$ cat src/hw/rtl/periodic_timer_slot_table_top_macros.svh
// Assertion macros of the timer slot table RTL, used by pts_seq.
// Needs a clock named clock and a synchronous reset named reset in scope.
`ifndef PERIODIC_TIMER_SLOT_TABLE_TOP_MACROS_SVH
`define PERIODIC_TIMER_SLOT_TABLE_TOP_MACROS_SVH

// Same-cycle implication, checked outside reset.
`define PTS_ASSERT_NOW(lbl, ante, cons) \
   lbl: assert property (@(posedge clock) disable iff (reset) (ante) |-> (cons)) \
      else $error("timer slot table check failed");

// Next-cycle implication, checked outside reset.
`define PTS_ASSERT_NEXT(lbl, ante, cons) \
   lbl: assert property (@(posedge clock) disable iff (reset) (ante) |=> (cons)) \
      else $error("timer slot table check failed");

`endif

$ cat src/hw/rtl/pts_pkg.sv
// Shared types and constants of the periodic timer slot table.
// No dependencies; every RTL module imports it.
`timescale 1ns / 1ps

package pts_pkg;

   localparam int NUM_SLOTS_DEFAULT  = 16;
   localparam int TIME_WIDTH_DEFAULT = 16;
   localparam int MAX_RESULTS        = 16;
   localparam int FIRE_CNT_W         = $clog2(MAX_RESULTS + 1);
   localparam int SLOT_FIELD_W       = 4;
   localparam int TIME_FIELD_W       = 16;

   typedef enum logic [1:0] {
      OP_REGISTER   = 2'd0,
      OP_SET_PERIOD = 2'd1,
      OP_CANCEL     = 2'd2,
      OP_TICK       = 2'd3
   } op_type;

   typedef struct packed {
      op_type                    operation;
      logic [SLOT_FIELD_W-1:0]   slot;
      logic [TIME_FIELD_W-1:0]   period;
      logic [TIME_FIELD_W-1:0]   delay;
      logic                      protect;
   } req_type;

   typedef struct packed {
      logic [SLOT_FIELD_W-1:0]   slot_number;
      logic                      accepted;
      logic                      fired;
      logic                      last;
   } rsp_type;

   // Memory port controls from the sequencer.
   typedef struct packed {
      logic rd_en;
      logic per_we;
      logic cnt_we;
   } mem_cmd_type;

   // In-use bit updates from the sequencer.
   typedef struct packed {
      logic set;
      logic clear;
   } alloc_cmd_type;

endpackage

$ cat src/hw/rtl/pts_mem.sv
// Slot storage: period memory and count/protect memory, registered read.
// Depends on pts_pkg.
`timescale 1ns / 1ps

module pts_mem #(
   parameter int NUM_SLOTS = pts_pkg::NUM_SLOTS_DEFAULT,
   parameter int TIME_W    = pts_pkg::TIME_WIDTH_DEFAULT,
   parameter int IDX_W     = 4
) (
   input  logic                clock,
   input  pts_pkg::mem_cmd_type cmd,
   input  logic [IDX_W-1:0]    rd_addr,
   input  logic [IDX_W-1:0]    wr_addr,
   input  logic [TIME_W-1:0]   per_wdata,
   input  logic [TIME_W-1:0]   cnt_wdata,
   input  logic                prot_wdata,
   output logic [TIME_W-1:0]   per_rdata,
   output logic [TIME_W-1:0]   cnt_rdata,
   output logic                prot_rdata
);
   import pts_pkg::*;

   logic [TIME_W-1:0] per_mem [NUM_SLOTS];
   logic [TIME_W:0]   cnt_mem [NUM_SLOTS];
   logic [TIME_W-1:0] per_q_ff;
   logic [TIME_W:0]   cnt_q_ff;

   // Period memory: write on register and set period, read during a tick sweep.
   always_ff @(posedge clock) begin
      if (cmd.per_we) begin
         per_mem[wr_addr] <= per_wdata;
      end
      if (cmd.rd_en) begin
         per_q_ff <= per_mem[rd_addr];
      end
   end

   // Count memory, protect flag in the top bit.
   always_ff @(posedge clock) begin
      if (cmd.cnt_we) begin
         cnt_mem[wr_addr] <= {prot_wdata, cnt_wdata};
      end
      if (cmd.rd_en) begin
         cnt_q_ff <= cnt_mem[rd_addr];
      end
   end

   assign per_rdata  = per_q_ff;
   assign cnt_rdata  = cnt_q_ff[TIME_W-1:0];
   assign prot_rdata = cnt_q_ff[TIME_W];

endmodule

$ cat src/hw/rtl/pts_alloc.sv
// In-use bits of the slots and the lowest-free-slot encoder.
// Depends on pts_pkg.
`timescale 1ns / 1ps

module pts_alloc #(
   parameter int NUM_SLOTS = pts_pkg::NUM_SLOTS_DEFAULT,
   parameter int IDX_W     = 4
) (
   input  logic                  clock,
   input  logic                  reset,
   input  pts_pkg::alloc_cmd_type cmd,
   input  logic [IDX_W-1:0]      cmd_idx,
   input  logic [IDX_W-1:0]      query_idx,
   output logic                  in_use_q,
   output logic                  free_found,
   output logic [IDX_W-1:0]      free_idx
);
   import pts_pkg::*;

   logic [NUM_SLOTS-1:0] in_use_ff;
   logic [NUM_SLOTS-1:0] in_use_in;

   always_comb begin
      in_use_in = in_use_ff;
      if (cmd.set) begin
         in_use_in[cmd_idx] = 1'b1;
      end
      if (cmd.clear) begin
         in_use_in[cmd_idx] = 1'b0;
      end
   end

   always_ff @(posedge clock) begin
      if (reset) begin
         in_use_ff <= '0;
      end else begin
         in_use_ff <= in_use_in;
      end
   end

   // Lowest free slot wins.
   always_comb begin
      free_found = 1'b0;
      free_idx   = '0;
      for (int i = NUM_SLOTS - 1; i >= 0; i--) begin
         if (!in_use_ff[i]) begin
            free_found = 1'b1;
            free_idx   = IDX_W'(i);
         end
      end
   end

   assign in_use_q = in_use_ff[query_idx];

endmodule

$ cat src/hw/rtl/pts_seq.sv
// Sequencer: table operations done in the cycle they are accepted, and the tick sweep over the slots.
// Depends on pts_pkg, pts_mem/pts_alloc signals and the assertion macros.
`timescale 1ns / 1ps
`include "periodic_timer_slot_table_top_macros.svh"

module pts_seq #(
   parameter int NUM_SLOTS = pts_pkg::NUM_SLOTS_DEFAULT,
   parameter int TIME_W    = pts_pkg::TIME_WIDTH_DEFAULT,
   parameter int IDX_W     = 4
) (
   input  logic                   clock,
   input  logic                   reset,
   input  logic                   req_valid,
   input  pts_pkg::req_type       req_data,
   output logic                   req_ready,
   input  logic                   out_free,
   output logic                   out_load,
   output pts_pkg::rsp_type       out_data,
   output pts_pkg::mem_cmd_type   mem_cmd,
   output logic [IDX_W-1:0]       rd_addr,
   output logic [IDX_W-1:0]       wr_addr,
   output logic [TIME_W-1:0]      per_wdata,
   output logic [TIME_W-1:0]      cnt_wdata,
   output logic                   prot_wdata,
   input  logic [TIME_W-1:0]      per_rdata,
   input  logic [TIME_W-1:0]      cnt_rdata,
   input  logic                   prot_rdata,
   output pts_pkg::alloc_cmd_type alloc_cmd,
   output logic [IDX_W-1:0]       alloc_idx,
   output logic [IDX_W-1:0]       query_idx,
   input  logic                   in_use_q,
   input  logic                   free_found,
   input  logic [IDX_W-1:0]       free_idx
);
   import pts_pkg::*;

   localparam logic [IDX_W-1:0] LAST_IDX = IDX_W'(NUM_SLOTS - 1);

   typedef enum logic [1:0] {
      S_IDLE,
      S_SWEEP,
      S_FLUSH
   } state_type;

   state_type               state_ff, state_in;
   logic                    issue_act_ff, issue_act_in;
   logic [IDX_W-1:0]        issue_idx_ff, issue_idx_in;
   logic                    proc_valid_ff, proc_valid_in;
   logic [IDX_W-1:0]        proc_idx_ff, proc_idx_in;
   logic                    held_valid_ff, held_valid_in;
   logic [SLOT_FIELD_W-1:0] held_slot_ff, held_slot_in;
   logic [FIRE_CNT_W-1:0]   fire_cnt_ff, fire_cnt_in;

   logic             req_acc;
   logic             slot_ok;
   logic [IDX_W-1:0] slot_idx;
   logic             proc_act;
   logic             cnt_zero;
   logic             cnt_fire;
   logic             room;
   logic             want_res;
   logic             stall;

   assign req_ready = (state_ff == S_IDLE) && (out_free || req_data.operation == OP_TICK);
   assign req_acc   = req_valid && req_ready;
   assign slot_ok   = 32'(req_data.slot) < 32'(NUM_SLOTS);
   assign slot_idx  = IDX_W'(req_data.slot);

   // Process stage of the sweep: read data for proc_idx_ff is on the memory outputs.
   assign query_idx = proc_idx_ff;
   assign proc_act  = (state_ff == S_SWEEP) && proc_valid_ff && in_use_q;
   assign cnt_zero  = (cnt_rdata == '0);
   assign cnt_fire  = (cnt_rdata == TIME_W'(1));
   assign room      = fire_cnt_ff < FIRE_CNT_W'(MAX_RESULTS);
   assign want_res  = proc_act && cnt_fire && room;
   // A second fire pushes the held one out; wait while the output is full.
   assign stall     = want_res && held_valid_ff && !out_free;

   always_comb begin
      mem_cmd    = '0;
      rd_addr    = issue_idx_ff;
      wr_addr    = proc_idx_ff;
      per_wdata  = TIME_W'(req_data.period);
      cnt_wdata  = TIME_W'(req_data.delay);
      prot_wdata = req_data.protect;
      alloc_cmd  = '0;
      alloc_idx  = proc_idx_ff;
      out_load   = 1'b0;
      out_data   = '0;

      state_in      = state_ff;
      issue_act_in  = issue_act_ff;
      issue_idx_in  = issue_idx_ff;
      proc_valid_in = proc_valid_ff;
      proc_idx_in   = proc_idx_ff;
      held_valid_in = held_valid_ff;
      held_slot_in  = held_slot_ff;
      fire_cnt_in   = fire_cnt_ff;

      unique case (state_ff)
         S_IDLE: begin
            if (req_acc) begin
               unique case (req_data.operation)
                  OP_REGISTER: begin
                     wr_addr        = free_idx;
                     alloc_idx      = free_idx;
                     mem_cmd.per_we = free_found;
                     mem_cmd.cnt_we = free_found;
                     alloc_cmd.set  = free_found;
                     out_load       = 1'b1;
                     out_data.slot_number = free_found ? SLOT_FIELD_W'(free_idx) : '0;
                     out_data.accepted    = free_found;
                     out_data.last        = 1'b1;
                  end
                  OP_SET_PERIOD: begin
                     wr_addr        = slot_idx;
                     mem_cmd.per_we = slot_ok;
                     out_load       = 1'b1;
                     out_data.slot_number = req_data.slot;
                     out_data.accepted    = slot_ok;
                     out_data.last        = 1'b1;
                  end
                  OP_CANCEL: begin
                     wr_addr        = slot_idx;
                     cnt_wdata      = '0;
                     prot_wdata     = 1'b0;
                     mem_cmd.cnt_we = slot_ok;
                     out_load       = 1'b1;
                     out_data.slot_number = req_data.slot;
                     out_data.accepted    = slot_ok;
                     out_data.last        = 1'b1;
                  end
                  OP_TICK: begin
                     state_in      = S_SWEEP;
                     issue_act_in  = 1'b1;
                     issue_idx_in  = '0;
                     proc_valid_in = 1'b0;
                     held_valid_in = 1'b0;
                     fire_cnt_in   = '0;
                  end
                  default: ;
               endcase
            end
         end
         S_SWEEP: begin
            if (!stall) begin
               // Issue stage: read the next slot.
               mem_cmd.rd_en = issue_act_ff;
               proc_valid_in = issue_act_ff;
               proc_idx_in   = issue_idx_ff;
               if (issue_act_ff) begin
                  if (issue_idx_ff == LAST_IDX) begin
                     issue_act_in = 1'b0;
                  end else begin
                     issue_idx_in = issue_idx_ff + IDX_W'(1);
                  end
               end
               // Process stage: update count, free or fire.
               if (proc_act) begin
                  if (cnt_zero) begin
                     alloc_cmd.clear = !prot_rdata;
                  end else begin
                     mem_cmd.cnt_we = 1'b1;
                     prot_wdata     = prot_rdata;
                     cnt_wdata      = cnt_fire ? per_rdata : cnt_rdata - TIME_W'(1);
                  end
               end
               if (want_res) begin
                  out_load             = held_valid_ff;
                  out_data.slot_number = held_slot_ff;
                  out_data.accepted    = 1'b1;
                  out_data.fired       = 1'b1;
                  held_valid_in        = 1'b1;
                  held_slot_in         = SLOT_FIELD_W'(proc_idx_ff);
                  fire_cnt_in          = fire_cnt_ff + FIRE_CNT_W'(1);
               end
               if (!issue_act_ff && !proc_valid_ff) begin
                  state_in = S_FLUSH;
               end
            end
         end
         S_FLUSH: begin
            // Drain the held fire as the final item of the tick.
            if (!held_valid_ff) begin
               state_in = S_IDLE;
            end else if (out_free) begin
               out_load             = 1'b1;
               out_data.slot_number = held_slot_ff;
               out_data.accepted    = 1'b1;
               out_data.fired       = 1'b1;
               out_data.last        = 1'b1;
               held_valid_in        = 1'b0;
               state_in             = S_IDLE;
            end
         end
         default: state_in = S_IDLE;
      endcase
   end

   always_ff @(posedge clock) begin
      if (reset) begin
         state_ff      <= S_IDLE;
         issue_act_ff  <= 1'b0;
         issue_idx_ff  <= '0;
         proc_valid_ff <= 1'b0;
         proc_idx_ff   <= '0;
         held_valid_ff <= 1'b0;
         fire_cnt_ff   <= '0;
      end else begin
         state_ff      <= state_in;
         issue_act_ff  <= issue_act_in;
         issue_idx_ff  <= issue_idx_in;
         proc_valid_ff <= proc_valid_in;
         proc_idx_ff   <= proc_idx_in;
         held_valid_ff <= held_valid_in;
         fire_cnt_ff   <= fire_cnt_in;
      end
      held_slot_ff <= held_slot_in;
   end

   `PTS_ASSERT_NOW(a_load_needs_room, out_load, out_free)
   `PTS_ASSERT_NOW(a_idle_no_held, state_ff == S_IDLE, !held_valid_ff)
   `PTS_ASSERT_NOW(a_fire_cap, 1'b1, fire_cnt_ff <= FIRE_CNT_W'(MAX_RESULTS))
   `PTS_ASSERT_NEXT(a_stall_holds_slot, stall, $stable(proc_idx_ff) && proc_valid_ff)

endmodule

$ cat src/hw/rtl/periodic_timer_slot_table_top.sv
// Top level of the periodic timer slot table: result register and submodule wiring.
// Depends on pts_pkg, pts_mem, pts_alloc and pts_seq.
`timescale 1ns / 1ps

// Periodic timer slot table. Register, set-period and cancel items are
// handled in the cycle they are accepted and return one result item each;
// they are taken when no tick is in progress and the result register is
// empty or being emptied. A tick item sweeps the slots in order through the
// memories' single read port, one slot per cycle while the result side does
// not stall, and holds req_ready low until the sweep is over: all slots are
// read, the last slot is finished, the empty pipeline is seen and any held
// fire is sent. It returns one item per firing slot (at most MAX_RESULTS,
// lowest slots first, last set on the final one) and nothing if no slot
// fires. Period, count and protect flag live in two memories with registered
// reads; the in-use bits are flops cleared by reset, so there is no clearing
// pass and the block takes items right after reset. Period and delay are
// cut or zero-extended to TIME_WIDTH.
module periodic_timer_slot_table_top #(
   parameter int NUM_SLOTS  = pts_pkg::NUM_SLOTS_DEFAULT,
   parameter int TIME_WIDTH = pts_pkg::TIME_WIDTH_DEFAULT
) (
   input  logic             clock,
   input  logic             reset,
   input  logic             req_valid,
   output logic             req_ready,
   input  pts_pkg::req_type req_data,
   output logic             rsp_valid,
   input  logic             rsp_ready,
   output pts_pkg::rsp_type rsp_data
);
   import pts_pkg::*;

   localparam int IDX_W = (NUM_SLOTS > 1) ? $clog2(NUM_SLOTS) : 1;

   logic             rsp_valid_ff, rsp_valid_in;
   rsp_type          rsp_data_ff,  rsp_data_in;
   logic             out_free;
   logic             out_load;
   rsp_type          out_data;

   mem_cmd_type      mem_cmd;
   logic [IDX_W-1:0] rd_addr;
   logic [IDX_W-1:0] wr_addr;
   logic [TIME_WIDTH-1:0] per_wdata, cnt_wdata, per_rdata, cnt_rdata;
   logic             prot_wdata, prot_rdata;

   alloc_cmd_type    alloc_cmd;
   logic [IDX_W-1:0] alloc_idx;
   logic [IDX_W-1:0] query_idx;
   logic             in_use_q;
   logic             free_found;
   logic [IDX_W-1:0] free_idx;

   // Result register: the sequencer loads only when it is empty or draining.
   assign out_free = !rsp_valid_ff || rsp_ready;

   always_comb begin
      rsp_valid_in = rsp_valid_ff;
      rsp_data_in  = rsp_data_ff;
      if (out_load) begin
         rsp_valid_in = 1'b1;
         rsp_data_in  = out_data;
      end else if (rsp_ready) begin
         rsp_valid_in = 1'b0;
      end
   end

   always_ff @(posedge clock) begin
      if (reset) begin
         rsp_valid_ff <= 1'b0;
      end else begin
         rsp_valid_ff <= rsp_valid_in;
      end
      rsp_data_ff <= rsp_data_in;
   end

   assign rsp_valid = rsp_valid_ff;
   assign rsp_data  = rsp_data_ff;

   // Period and count/protect storage.
   pts_mem #(
      .NUM_SLOTS (NUM_SLOTS),
      .TIME_W    (TIME_WIDTH),
      .IDX_W     (IDX_W)
   ) u_mem (
      .clock      (clock),
      .cmd        (mem_cmd),
      .rd_addr    (rd_addr),
      .wr_addr    (wr_addr),
      .per_wdata  (per_wdata),
      .cnt_wdata  (cnt_wdata),
      .prot_wdata (prot_wdata),
      .per_rdata  (per_rdata),
      .cnt_rdata  (cnt_rdata),
      .prot_rdata (prot_rdata)
   );

   // In-use bits and free-slot search.
   pts_alloc #(
      .NUM_SLOTS (NUM_SLOTS),
      .IDX_W     (IDX_W)
   ) u_alloc (
      .clock      (clock),
      .reset      (reset),
      .cmd        (alloc_cmd),
      .cmd_idx    (alloc_idx),
      .query_idx  (query_idx),
      .in_use_q   (in_use_q),
      .free_found (free_found),
      .free_idx   (free_idx)
   );

   // Operation decode and tick sweep.
   pts_seq #(
      .NUM_SLOTS (NUM_SLOTS),
      .TIME_W    (TIME_WIDTH),
      .IDX_W     (IDX_W)
   ) u_seq (
      .clock      (clock),
      .reset      (reset),
      .req_valid  (req_valid),
      .req_data   (req_data),
      .req_ready  (req_ready),
      .out_free   (out_free),
      .out_load   (out_load),
      .out_data   (out_data),
      .mem_cmd    (mem_cmd),
      .rd_addr    (rd_addr),
      .wr_addr    (wr_addr),
      .per_wdata  (per_wdata),
      .cnt_wdata  (cnt_wdata),
      .prot_wdata (prot_wdata),
      .per_rdata  (per_rdata),
      .cnt_rdata  (cnt_rdata),
      .prot_rdata (prot_rdata),
      .alloc_cmd  (alloc_cmd),
      .alloc_idx  (alloc_idx),
      .query_idx  (query_idx),
      .in_use_q   (in_use_q),
      .free_found (free_found),
      .free_idx   (free_idx)
   );

endmodule

$ cat config.mk
export PLATFORM = sky130hd
export DESIGN_NAME = periodic_timer_slot_table_top
export DESIGN_NICKNAME = d
export VERILOG_FILES = /design/src/hw/rtl/pts_pkg.sv /design/src/hw/rtl/pts_mem.sv /design/src/hw/rtl/pts_alloc.sv /design/src/hw/rtl/pts_seq.sv /design/src/hw/rtl/periodic_timer_slot_table_top.sv
export VERILOG_INCLUDE_DIRS = /design/src /design/src/hw/rtl
export SDC_FILE = /design/constraint.sdc
export NUM_CORES = 1
export LEC_CHECK = 0
export BUFFER_PORTS_ARGS = -buffer_cell sky130_fd_sc_hd__buf_2
export CORE_MARGIN = 2
export CORE_UTILIZATION = 37
export DETAILED_ROUTE_END_ITERATION = 8
export SLEW_MARGIN = 10
export SYNTH_ARGS = -nofsm -noshare
export SYNTH_HDL_FRONTEND = slang
export SYNTH_HIERARCHICAL = 1
export SYNTH_SLANG_ARGS = --single-unit
$ cat constraint.sdc
create_clock -name clock -period 4.79 [get_ports clock]
set_input_delay 0.7185 -clock clock [delete_from_list [all_inputs] [get_ports clock]]
set_output_delay 0.7185 -clock clock [all_outputs]
set_load 0.03 [all_outputs]
Word level (Yosys, flattened, before mapping)
Memories as Yosys holds them, arrays and structs flattened. A register that Yosys moved wholly into a read port is not among the register bits.
Index checks and enable logic that the tools add are counted.
- output and inout port bits: 9
- bits in writable memories: 528
- memories: 2
- bits of input ports: 43
- flip-flop bits (word level): 46
- memories (memory ; depth ; width ; read ports ; clocked after memory_dff ; write ports ; RTL line ; RTL):
    u_mem.cnt_mem ; 16 ; 17 ; 1 ; 1 ; 1 ; pts_mem.sv:24 ; logic [TIME_W:0] cnt_mem [NUM_SLOTS];
    u_mem.per_mem ; 16 ; 16 ; 1 ; 1 ; 1 ; pts_mem.sv:23 ; logic [TIME_W-1:0] per_mem [NUM_SLOTS];
- $lt $le $gt $ge: 4
- add/sub/neg operators: 3
- bitwise gates (word level): 4
- muxes and demuxes: 130
- equal/unequal tests: 15
- reductions and logical operators: 32
- operators by type and width (kind ; number):
    $mux 16 ; 8
    $mux 4 ; 27
    $mux 1 ; 60
    $pmux 16 s2 ; 1
    $mux 5 ; 5
    $pmux 5 s2 ; 2
    $and 16x16->16 ; 1
    $eq 16x1->1 const B ; 1
    $logic_not 16->1 ; 1
    $not 16->16 ; 1
    $or 16x16->16 ; 1
    $pmux 1 s2 ; 8
    $pmux 4 s2 ; 2
    $sub 16x1->16 const B ; 1
    $pmux 5 s3 ; 1
    $reduce_and 5->1 ; 3
    $mux 2 ; 7
    $mux 7 ; 2
    $mux 6 ; 2
    $logic_and 1x1->1 ; 10
    $lt 4x5->1 const B ; 2
    $ne 2x2->1 const B ; 4
    $eq 2x2->1 const B ; 3
    $ne 2x1->1 const B ; 3
    other kinds (23) ; 32

Depth between registers and ports, before layout
Gate-level depths: netlist of the first run.
- word-level depth: 27
- gate-level depth with buffers: 10
- depth with buffers taken out: 9

By module
Netlist of the first run, hierarchy kept.
- by module, submodules not included (module ; area an instance (sq um) ; instances ; seq. area each (sq um) ; cells each):
    pts_mem ; 21055.2 ; 1 ; 16846.2 ; 889
    pts_seq ; 2324.7 ; 1 ; 480.5 ; 295
    pts_alloc ; 908.4 ; 1 ; 320.3 ; 104
    periodic_timer_slot_table_top ; 256.5 ; 1 ; 230.2 ; 11

Worst setup path after synthesis of the first run
OpenSTA, ideal clock, no wires.
- kind: reg-to-reg
- from: reg u_seq.proc_idx_ff[0], in the netlist u_seq/query_idx[0]
- to: mem u_mem/cnt_mem[0][0] (netlist bit) (enable)
- buffers on the path: 1
- period minus slack after synthesis: 4.294 ns
- stages on the path, launching flop included: 11
- arrival: 3.903 ns
- path slack: 0.496 ns
- data required time: 4.400 ns
- cell sequence: dfxtp_1 -> mux4_1 -> mux4_2 -> nand3_1 -> or4_1 -> nor2_1 -> or3b_2 -> buf_2 -> nand3_1 -> or3b_2 -> nor2_1
- RTL lines (element ; RTL line ; RTL):
    from (decl) ; pts_seq.sv:49 ; logic [IDX_W-1:0] proc_idx_ff, proc_idx_in;
    from (signal assigned) ; pts_seq.sv:214 ; proc_idx_ff <= proc_idx_in;
    to (decl) ; pts_mem.sv:24 ;

==> results of run 1 <==
[worst min-delay path by stage]
| stage | startpoint | end | slack, ns | cells after the start |
|---|---|---|---|---|
| 4_1_cts | rsp_ready | rsp_valid$_SDFFE_PP0P_ | 0.41 | 3 |
| 3_5_place_dp | u_seq/fire_cnt_ff[1]$_SDFFE_PP0P_ | u_seq/fire_cnt_ff[1]$_SDFFE_PP0P_ | 0.50 | 2 |
| 3_3_place_gp | u_seq/fire_cnt_ff[3]$_SDFFE_PP0P_ | u_seq/fire_cnt_ff[3]$_SDFFE_PP0P_ | 0.48 | 2 |
| 5_1_grt | rsp_ready | rsp_valid$_SDFFE_PP0P_ | 0.43 | 3 |
| 2_1_floorplan | u_seq/fire_cnt_ff[3]$_SDFFE_PP0P_ | u_seq/fire_cnt_ff[3]$_SDFFE_PP0P_ | 0.46 | 2 |
| 6_report | rsp_ready | rsp_valid$_SDFFE_PP0P_ | 0.45 | 3 |
[worst max-delay path: stages (launching register included)]
cell and delay [ns]:
dfxtp_1 0.52, mux4_1 0.62, mux4_2 0.53, nand3_1 0.21
or4_1 0.20, nor2_1 0.10, or3b_2 0.60, nand3_1 0.28
or3b_2 0.58, nor2_2 0.11, buf_4 0.28
[stage by stage]
stage / power, mW / hold slack (ns) / instances / util
finish: 12.8 / 0.447 / 2308 / 0.424
global route: 13.3 / 0.435 / 2308 / 0.424
CTS: 13.0 / 0.408 / 2308 / 0.424
detailed placement: 8.49 / 0.500 / 2196 / 0.396
global placement: 8.46 / 0.484 / 2196 / 0.396
floorplan: 7.84 / 0.458 / 1299 / -
[kinds of logic after synthesis]
logic type	share of synthesized area
muxes	0.137
adders and majority gates	0.00714
DFF	0.728
and+or+nand+nor	0.0479
xor gates and xnor gates	0.00464
buffers and inverters	0.0230
AOI/OAI and AO/OA	0.0524
[power breakdown]
group	internal, mW	switching (mW)	total, mW
Sequential	6.10	0.163	6.27
Clock	2.53	1.97	4.50
Combinational	0.911	1.17	2.08
[placed cells by master, fill, tap and decap left out, types with 33 or more instances in the layout]
| cell | n |
|---|---|
| buf_2 | 51 |
| mux4_2 | 116 |
| buf_4 | 54 |
| a21oi_1 | 33 |
| a22oi_1 | 70 |
| dfxtp_1 | 33 |
| clkbuf_16 | 60 |
| nand2_1 | 72 |
| edfxtp_1 | 572 |
| nor2_1 | 33 |
[cell type report]
type                       instances  share of cell area
inverter                          14             0.00188
sequential                       607               0.641
clock buffer                      72              0.0554
tap                              864              0.0387
timing repair buffer             111              0.0280
clock inverter                    40              0.0126
multi-input combinational        600               0.222
[registers in the layout, summed over array words and instances, names as in the netlist]
name,count
u_mem/per_rdata,16
u_seq/state_ff,2
u_seq/rd_addr,4
u_seq/proc_valid_ff,1
u_seq/issue_act_ff,1
u_mem/per_mem,256
u_mem/cnt_mem,272
rsp_valid,1
rsp_data,7
u_mem/cnt_q_ff,17
u_alloc/in_use_ff,16
u_seq/held_valid_ff,1
u_seq/query_idx,4
u_seq/held_slot_ff,4
u_seq/fire_cnt_ff,5
[layer usage]
layer / global-route usage / up-vias
met5: 0 / -
met4: 0.0453 / 0
met3: 0.0358 / 78
met2: 0.261 / 450
met1: 0.229 / 6564
li1: - / 5534
==> impl_metrics.env, run 1 <==
export IMPL_period_needed_ns=4.37
export IMPL_synth_edf_count=572
export IMPL_tns_ns=0
export IMPL_yosys_top_cells_count="edfxtp_1 (572), mux4_2 (116), nand2_1 (72)"
export IMPL_die_area_mm2=0.0684
export IMPL_start_kind="flop"
export IMPL_yosys_top_cells_area="edfxtp_1 (70%), mux4_2 (11%), dfxtp_1 (2.9%)"
export IMPL_setup_slack_ns=0.421
export IMPL_seq_area_frac_synth=0.728
export IMPL_crit_path_start="u_seq/query_idx[0]$_SDFFE_PP0P_"
export IMPL_grt_pass1_vias=12509
export IMPL_place_ws_ns=0.457
export IMPL_ys_async_sr_fraction=0
export IMPL_outcome="finished clean"
export IMPL_vdd_drop_max_mv=0.306
export IMPL_syn_nets=1356
export IMPL_numPortBuffers=51
export IMPL_dieHeight_um=262
export IMPL_finalClockSkew_ns=0.0273
export IMPL_drt_pre_antenna_iters=5
export IMPL_dp_hpwl_um=35400
export IMPL_yosys_warnings=6
export IMPL_start_util=0.373
export IMPL_synth_most_common_cell="edfxtp_1"
export IMPL_synthFlopType="edfxtp_1"
export IMPL_finalHoldViolations=0
export IMPL_numCtsBuffers=60
export IMPL_drive_above_1_share=0.257
export IMPL_wl_met2_um=26600
export IMPL_r2r_end="u_mem/cnt_mem[2][15]$_DFFE_PP_"
export IMPL_worstSetupPathType="flop to flop"
export IMPL_period_share=0.912
export IMPL_rrSetupSlack_ns=0.42
export IMPL_cts_resized=0
export IMPL_die_x_um=262
export IMPL_post_cts_buffers=0
export IMPL_drcViolationCount=0
export IMPL_yosysTopAreaCell="edfxtp_1"
export IMPL_rows=94
export IMPL_insertion_delay_ns=0.63
export IMPL_arrival_ns=4.66
export IMPL_h_tree_depth=2
export IMPL_gp_congestion=0.894
export IMPL_hp_class="input port to flop"
export IMPL_n_antenna_cell=0
export IMPL_synth_top_area_frac=0.700
export IMPL_worstMarginPinSlew_ns=1.03
export IMPL_setup_viol=0
export IMPL_core_area_mm2=0.0657
export IMPL_clock_path_buffers=3
export IMPL_cp_max_fo=17
export IMPL_grt_total_usage=0.164
export IMPL_cp_required_ns=5.08
export IMPL_syn_area_mm2=0.0245
export IMPL_regArea_mm2=0.0179
export IMPL_drt_iter0_markers=1258
export IMPL_rsz0062_at_grt="false"
export IMPL_wl_met1_um=24200
export IMPL_endpoint="u_mem/cnt_mem[2][15]$_DFFE_PP_"
export IMPL_highest_layer="met4"
export IMPL_wl_per_cell_um=24.3
export IMPL_fmax_mhz=229
export IMPL_syn_inst=1299
export IMPL_ios=52
export IMPL_power_density_mw_per_mm2=460
export IMPL_fill_cells=5726
export IMPL_reg2reg_depth=10
export IMPL_drv_cap=0
export IMPL_cts_tree="done"
export IMPL_vias=12626
export IMPL_hold_buffers=0
export IMPL_avgSynthCellArea_um2=18.9
export IMPL_grt_max_degree=76
export IMPL_areaGrowthSynthToFinish_pct=13.7
export IMPL_routed_wl_um=56200
export IMPL_clock_root_buffer="clkbuf_16"
export IMPL_drv_slew=0
export IMPL_fin_nets=1451
export IMPL_routed_wl_met3_um=4120
export IMPL_stdcell_area_mm2=0.0279
export IMPL_ant_nets=0
export IMPL_multi_input_area_mm2=0.00621
export IMPL_grt_pass1_wl_um=82100
export IMPL_reg2reg_from="u_seq/query_idx[0]$_SDFFE_PP0P_"
export IMPL_end_kind="flop"
export IMPL_dpl_cell_area_mm2=0.0260
export IMPL_max_slew_margin_rel=0.312
export IMPL_viasPerCell=5.47
export IMPL_leakagePower_nw=8.75
export IMPL_ys_seq_elements=607
export IMPL_cts_sinks=607
export IMPL_antenna_found_initial=0
export IMPL_ys_types=62
export IMPL_clk_pin_slew_ns=0.06
export IMPL_grt_overflow_total=0
Power figures use the tool's default switching activity.
==> run 2, diff against run 1 <==
--- a/config.mk
+++ b/config.mk
@@ -9,6 +9,7 @@
 export BUFFER_PORTS_ARGS = -buffer_cell sky130_fd_sc_hd__buf_2
 export CORE_MARGIN = 2
 export CORE_UTILIZATION = 37
+export CTS_BUF_LIST = sky130_fd_sc_hd__clkbuf_4
 export DETAILED_ROUTE_END_ITERATION = 8
 export SLEW_MARGIN = 10
 export SYNTH_ARGS = -nofsm -noshare
==> run 2 against run 1 <==
  * Clock power down 9.3%
  * Register-to-register slack worse by 0.04 ns
  * Fmax fell by 1.0%
  * Final area is 0.13% lower
  * Count of clock-buffer cells in the layout increased by 139
  * Power shrank 3.3%
  * Routed wire length up 1.1%
  * Sequential share of layout area is 0.083 points higher
==> impl_metrics.env, run 2 (synthesis gave the netlist of run 1 again) <==
export IMPL_tns_ns=0
export IMPL_path_buf_inv=1
export IMPL_wl_per_cell_um=23.1
export IMPL_die_area_mm2=0.0684
export IMPL_hold_buffers=2
export IMPL_ant_nets=0
export IMPL_rsz0062_at_grt="false"
export IMPL_holdWs_ns=0.136
export IMPL_drt_iter0_markers=1229
export IMPL_die_x_um=262
export IMPL_drv_cap=0
export IMPL_holdCritStartpoint="req_data[19]"
export IMPL_vdd_drop_max_mv=0.226
export IMPL_cp_cell_sequence="mux4_1, mux4_2, nand3_1, or4_1, nor2_1, or3b_2, nand3_1, or3b_2, nor2_2, buf_4"
export IMPL_mostFrequentLayoutCells="edfxtp_1 (572), clkbuf_4 (211), mux4_2 (116), nand2_1 (72), a22oi_1 (70)"
export IMPL_drv_slew=0
export IMPL_h_tree_depth=4
export IMPL_vias=13132
export IMPL_largest_register_ff_count=272
export IMPL_grt_total_usage=0.169
export IMPL_path_delay_family="simple AND/OR/NAND/NOR gates"
export IMPL_cp_required_ns=5.38
export IMPL_drt_pre_antenna_iters=5
export IMPL_end_kind="flop"
export IMPL_reg2reg_from="u_seq/query_idx[0]$_SDFFE_PP0P_"
export IMPL_total_power_mw=12.4
export IMPL_post_cts_buffers=0
export IMPL_rows=94
export IMPL_cts_resized=0
export IMPL_fmax_mhz=227
export IMPL_finalHoldViolations=0
export IMPL_drcViolationCount=0
export IMPL_fin_nets=1547
export IMPL_start_util=0.373
export IMPL_largest_register="u_mem/cnt_mem"
export IMPL_critical_path_max_stage_delay_ns=0.61
export IMPL_finalClockSkew_ns=0.0609
export IMPL_setup_viol=0
export IMPL_grt_pass1_vias=13327
export IMPL_power_density_mw_per_mm2=446
export IMPL_dp_hpwl_um=35400
export IMPL_max_slew_margin_rel=0.298
export IMPL_worstMarginPinSlew_ns=1.05
export IMPL_drive_above_1_share=0.321
export IMPL_viasPerCell=5.33
export IMPL_clk_pin_slew_ns=0.06
export IMPL_numPortBuffers=51
export IMPL_numCtsBuffers=154
export IMPL_final_common_cell="edfxtp_1"
export IMPL_period_needed_ns=4.41
export IMPL_reg_top3="u_mem/cnt_mem (272), u_mem/per_mem (256), u_mem/cnt_q_ff (17)"
export IMPL_antenna_found_initial=2
export IMPL_setup_slack_ns=0.377
export IMPL_cp_max_fo=17
export IMPL_period_share=0.921
export IMPL_grt_pass1_wl_um=83600
export IMPL_outcome="finished clean"
export IMPL_crit_path_start="u_seq/query_idx[0]$_SDFFE_PP0P_"
export IMPL_place_ws_ns=0.457
export IMPL_utilization=0.424
export IMPL_insertion_delay_ns=0.95
export IMPL_start_kind="flop"
export IMPL_grt_overflow_total=0
export IMPL_ios=52
export IMPL_arrival_ns=5.00
export IMPL_cts_sinks=607
export IMPL_hp_class="input port to flop"
export IMPL_gp_congestion=0.894
export IMPL_clock_path_buffers=3
export IMPL_grt_max_degree=76
export IMPL_clock_root_buffer="clkbuf_4"
export IMPL_worstSetupPathType="flop to flop"
export IMPL_leakagePower_nw=8.91
export IMPL_cts_tree="done"
export IMPL_routed_wl_um=56800
export IMPL_dieHeight_um=262
export IMPL_critPathSlowestCell="mux4_1"
export IMPL_core_area_mm2=0.0657
export IMPL_areaGrowthSynthToFinish_pct=13.5
[run 2: cell count changes in the layout (fill, tap and decap cells not counted), sizes merged]
cell	change
clkinv	+10
inv	+6
bufinv	-4
diode	+2
dlygate4sd3	+2
clkbuf	+139
[run 2: worst paths after layout]
check / depth (start not counted) / slack, ns / end
setup reg to reg: 10 / 0.38 / u_mem/cnt_mem[2][12]$_DFFE_PP_
hold / removal: 1 / 0.14 / u_mem/per_mem[7][2]$_DFFE_PP_
hold reg to reg: 2 / 0.50 / u_seq/fire_cnt_ff[3]$_SDFFE_PP0P_
setup / recovery: 10 / 0.38 / u_mem/cnt_mem[2][12]$_DFFE_PP_
[run 2: final cells by class]
class	instances	area [µm²]
fillers	5838	37900
flip-flops and latches	607	17900
multi-input cells	600	6210
clock buffers	211	1580
well taps	864	1080
repair buffers	113	801
clock inverters	52	253
inverters	14	52.6
diodes	2	5.00
[run 2: power breakdown]
group          internal, mW  switching, mW  total, mW
registers              6.10          0.162       6.26
logic                 0.912           1.17       2.08
clock network          2.05           2.03       4.08
total                  9.07           3.36       12.4
[run 2: stage by stage]
| step | std cells | area [µm²] |
|---|---|---|
| finish | 2463 | 27900 |
| global route | 2463 | 27900 |
| CTS | 2461 | 27900 |
| detailed placement | 2196 | 26000 |
| global placement | 2196 | 26000 |
| floorplan | 1299 | 24500 |
[run 2: metal layers]
layer  share of wire  wire [µm]  GRT usage  vias to the layer above
met5               0          0          0                        -
met4           0.021       1200     0.0582                        0
met3           0.085       4820     0.0512                       78
met2            0.47      26900      0.262                      517
met1            0.42      23900      0.227                     6710
li1                -          -          -                     5827
==> run 3, diff against run 2 <==
--- a/config.mk
+++ b/config.mk
@@ -6,13 +6,14 @@
 export SDC_FILE = /design/constraint.sdc
 export NUM_CORES = 1
 export LEC_CHECK = 0
+export ABC_AREA = 1
 export BUFFER_PORTS_ARGS = -buffer_cell sky130_fd_sc_hd__buf_2
 export CORE_MARGIN = 2
 export CORE_UTILIZATION = 37
 export CTS_BUF_LIST = sky130_fd_sc_hd__clkbuf_4
 export DETAILED_ROUTE_END_ITERATION = 8
+export GPL_ROUTABILITY_DRIVEN = 0
 export SLEW_MARGIN = 10
 export SYNTH_ARGS = -nofsm -noshare
 export SYNTH_HDL_FRONTEND = slang
-export SYNTH_HIERARCHICAL = 1
 export SYNTH_SLANG_ARGS = --single-unit
==> run 3 against run 2 <==
  * Via count rose by 26%
  * Non-clock buffer count is 2 higher
  * Largest cell class unchanged
  * Worst hold slack got worse by 0.0094 ns
  * Count of clock-buffer cells in the layout grew 3
  * Critical path type unchanged
==> impl_metrics.env, run 3 <==
export IMPL_grt_pass1_wl_um=96600
export IMPL_yosys_warnings=0
export IMPL_synth_compound_area_frac=0.105
export IMPL_yosys_area_share_simple=0.106
export IMPL_r2r_end="u_mem.cnt_mem[15][7]$_DFFE_PP_"
export IMPL_avgSynthCellArea_um2=13.0
export IMPL_cts_sinks=607
export IMPL_cp_max_fo=21
export IMPL_fin_nets=2163
export IMPL_numCtsBuffers=154
export IMPL_synth_top_family_by_area="simple AND/OR/NAND/NOR gates"
export IMPL_mostFrequentLayoutCells="edfxtp_1 (572), nor2_1 (267), clkbuf_4 (214), nand2_1 (166), o21ai_0 (159)"
export IMPL_hp_class="input port to flop"
export IMPL_synthFlopType="edfxtp_1"
export IMPL_leakagePower_nw=9.29
export IMPL_grt_pass1_vias=16443
export IMPL_reg2reg_depth=12
export IMPL_drv_cap=0
export IMPL_drv_slew=0
export IMPL_cts_resized=0
export IMPL_drt_pre_antenna_iters=5
export IMPL_clock_path_buffers=3
export IMPL_worstSetupPathType="flop to flop"
export IMPL_holdCritStartpoint="req_data[28]"
export IMPL_synth_top_area_frac=0.677
export IMPL_reg2reg_from="u_seq.query_idx[0]$_SDFFE_PP0P_"
export IMPL_ys_async_sr_fraction=0
export IMPL_rsz0062_at_grt="false"
export IMPL_ant_nets=0
export IMPL_core_area_mm2=0.0682
export IMPL_insertion_delay_ns=0.99
export IMPL_synth_xor_area_frac=0.00552
export IMPL_power_density_mw_per_mm2=497
export IMPL_rows=96
export IMPL_period_needed_ns=3.51
export IMPL_holdPathEnd="u_mem.per_mem[4][11]$_DFFE_PP_"
export IMPL_viasPerCell=5.33
export IMPL_outcome="finished clean"
export IMPL_ios=52
export IMPL_largest_register="u_mem.cnt_mem"
export IMPL_areaGrowthSynthToFinish_pct=13.7
export IMPL_grt_total_usage=0.180
export IMPL_largest_register_ff_count=272
export IMPL_finalClockSkew_ns=0.0674
export IMPL_fmax_mhz=285
export IMPL_die_x_um=266
export IMPL_synth_edf_count=572
export IMPL_seq_area_frac_synth=0.705
export IMPL_setup_viol=0
export IMPL_yosys_top_cells_area="edfxtp_1 (68%), nor2_1 (4.4%), mux2i_1 (4.1%)"
export IMPL_tns_ns=0
export IMPL_cts_tree="done"
export IMPL_reg_top3="u_mem.cnt_mem (272), u_mem.per_mem (256), u_mem.cnt_q_ff (17)"
export IMPL_clock_root_buffer="clkbuf_4"
export IMPL_grt_max_degree=169
export IMPL_end_kind="flop"
export IMPL_start_kind="flop"
export IMPL_drive_above_1_share=0.192
export IMPL_vdd_drop_max_mv=0.321
export IMPL_yosys_top_cells_count="edfxtp_1 (572), nor2_1 (300), nand2_1 (166)"
export IMPL_start_util=0.372
export IMPL_worstMarginPinSlew_ns=1.19
export IMPL_period_share=0.732
export IMPL_dp_hpwl_um=36300
export IMPL_antenna_found_initial=3
export IMPL_total_power_mw=14.3
export IMPL_drt_iter0_markers=1624
export IMPL_min_path_cells=1
export IMPL_final_common_cell="edfxtp_1"
export IMPL_post_cts_buffers=0
export IMPL_synth_mux_area_frac=0.0410
export IMPL_clk_pin_slew_ns=0.06
export IMPL_syn_area_mm2=0.0254
export IMPL_fill_cells=6245
export IMPL_vias=16560
export IMPL_syn_inst=1954
export IMPL_yosysTopAreaCell="edfxtp_1"
export IMPL_h_tree_depth=4
export IMPL_routed_wl_um=63700
export IMPL_syn_nets=2009
export IMPL_multi_input_area_mm2=0.00678
export IMPL_grt_overflow_total=0
export IMPL_synth_most_common_cell="edfxtp_1"
export IMPL_max_slew_margin_rel=0.206
export IMPL_finalHoldViolations=0
export IMPL_drcViolationCount=0
export IMPL_arrival_ns=4.05
export IMPL_numPortBuffers=51
export IMPL_rrSetupSlack_ns=1.28
export IMPL_die_area_mm2=0.0707
export IMPL_regArea_mm2=0.0179
export IMPL_cp_required_ns=5.33
export IMPL_hold_buffers=13
export IMPL_dieHeight_um=266
export IMPL_wl_per_cell_um=20.5
export IMPL_ys_seq_elements=607
export IMPL_ys_types=48
export IMPL_synth_adder_area_share=0.00592
-- run 3: how the worst max path moves through the flow --
| stage | end | start |
|---|---|---|
| after floorplan | u_mem.cnt_q_ff[0]$_DFFE_PP_ | u_seq.state_ff[1]$_SDFFE_PP0P_ |
| after global placement | u_mem.cnt_mem[15][15]$_DFFE_PP_ | req_data[37] |
| after detailed placement | u_mem.cnt_mem[15][2]$_DFFE_PP_ | req_data[37] |
| after CTS | u_mem.cnt_mem[15][7]$_DFFE_PP_ | u_seq.query_idx[0]$_SDFFE_PP0P_ |
| after global routing | u_mem.cnt_mem[15][7]$_DFFE_PP_ | u_seq.query_idx[0]$_SDFFE_PP0P_ |
| final | u_mem.cnt_mem[15][7]$_DFFE_PP_ | u_seq.query_idx[0]$_SDFFE_PP0P_ |
-- run 3: cell families (layout without fill, tap and decap cells) --
group	after synthesis	count (layout)
compound gates	406	406
xor+xnor	16	16
fa+ha+maj	12	12
buf+inv	195	461
flops	607	607
mux	104	104
other cells	0	3
simple gates	614	614
-- run 3: area by class of cell --
cell class / count / area share
Antenna cell: 3 / 0.000260
Inverter: 78 / 0.0105
Clock buffer: 214 / 0.0557
Tap cell: 882 / 0.0383
Clock inverter: 54 / 0.0118
Multi-Input combinational cell: 1152 / 0.235
Timing Repair Buffer: 115 / 0.0284
Sequential cell: 607 / 0.620
-- run 3: power by group --
group / total [mW] / internal, mW / switching (mW)
logic: 3.29 / 0.945 / 2.35
clock network: 4.32 / 2.24 / 2.08
registers: 6.73 / 6.52 / 0.208
-- run 3: per-layer routing --
metal	track usage	part of all wire
met5	0	0.00020
met1	0.240	0.45
met4	0.0621	0.022
met3	0.0471	0.063
met2	0.287	0.47
-- run 3: critical path: stages (launching register included) --
cell	delay, ns
dfxtp_1	0.58
inv_2	0.15
o211ai_1	0.19
nand3_1	0.09
nand3_1	0.09
nand2_1	0.08
nand2_2	0.11
nor3_4	0.06
nand3_4	0.12
nand3_4	0.24
inv_4	0.29
nor2_8	0.11
nor2_2	0.92
-- run 3: through the flow --
step	hold WS, ns	std cells	util	instance area [µm²]	setup WS (ns)
2_1_floorplan	0.403	1954	-	25400	1.60
3_3_place_gp	0.463	2821	0.392	26800	1.05
3_5_place_dp	0.469	2821	0.392	26800	1.03
4_1_cts	0.00124	3102	0.423	28800	1.17
5_1_grt	0.0290	3105	0.423	28800	1.02
6_report	0.126	3105	0.423	28800	1.28
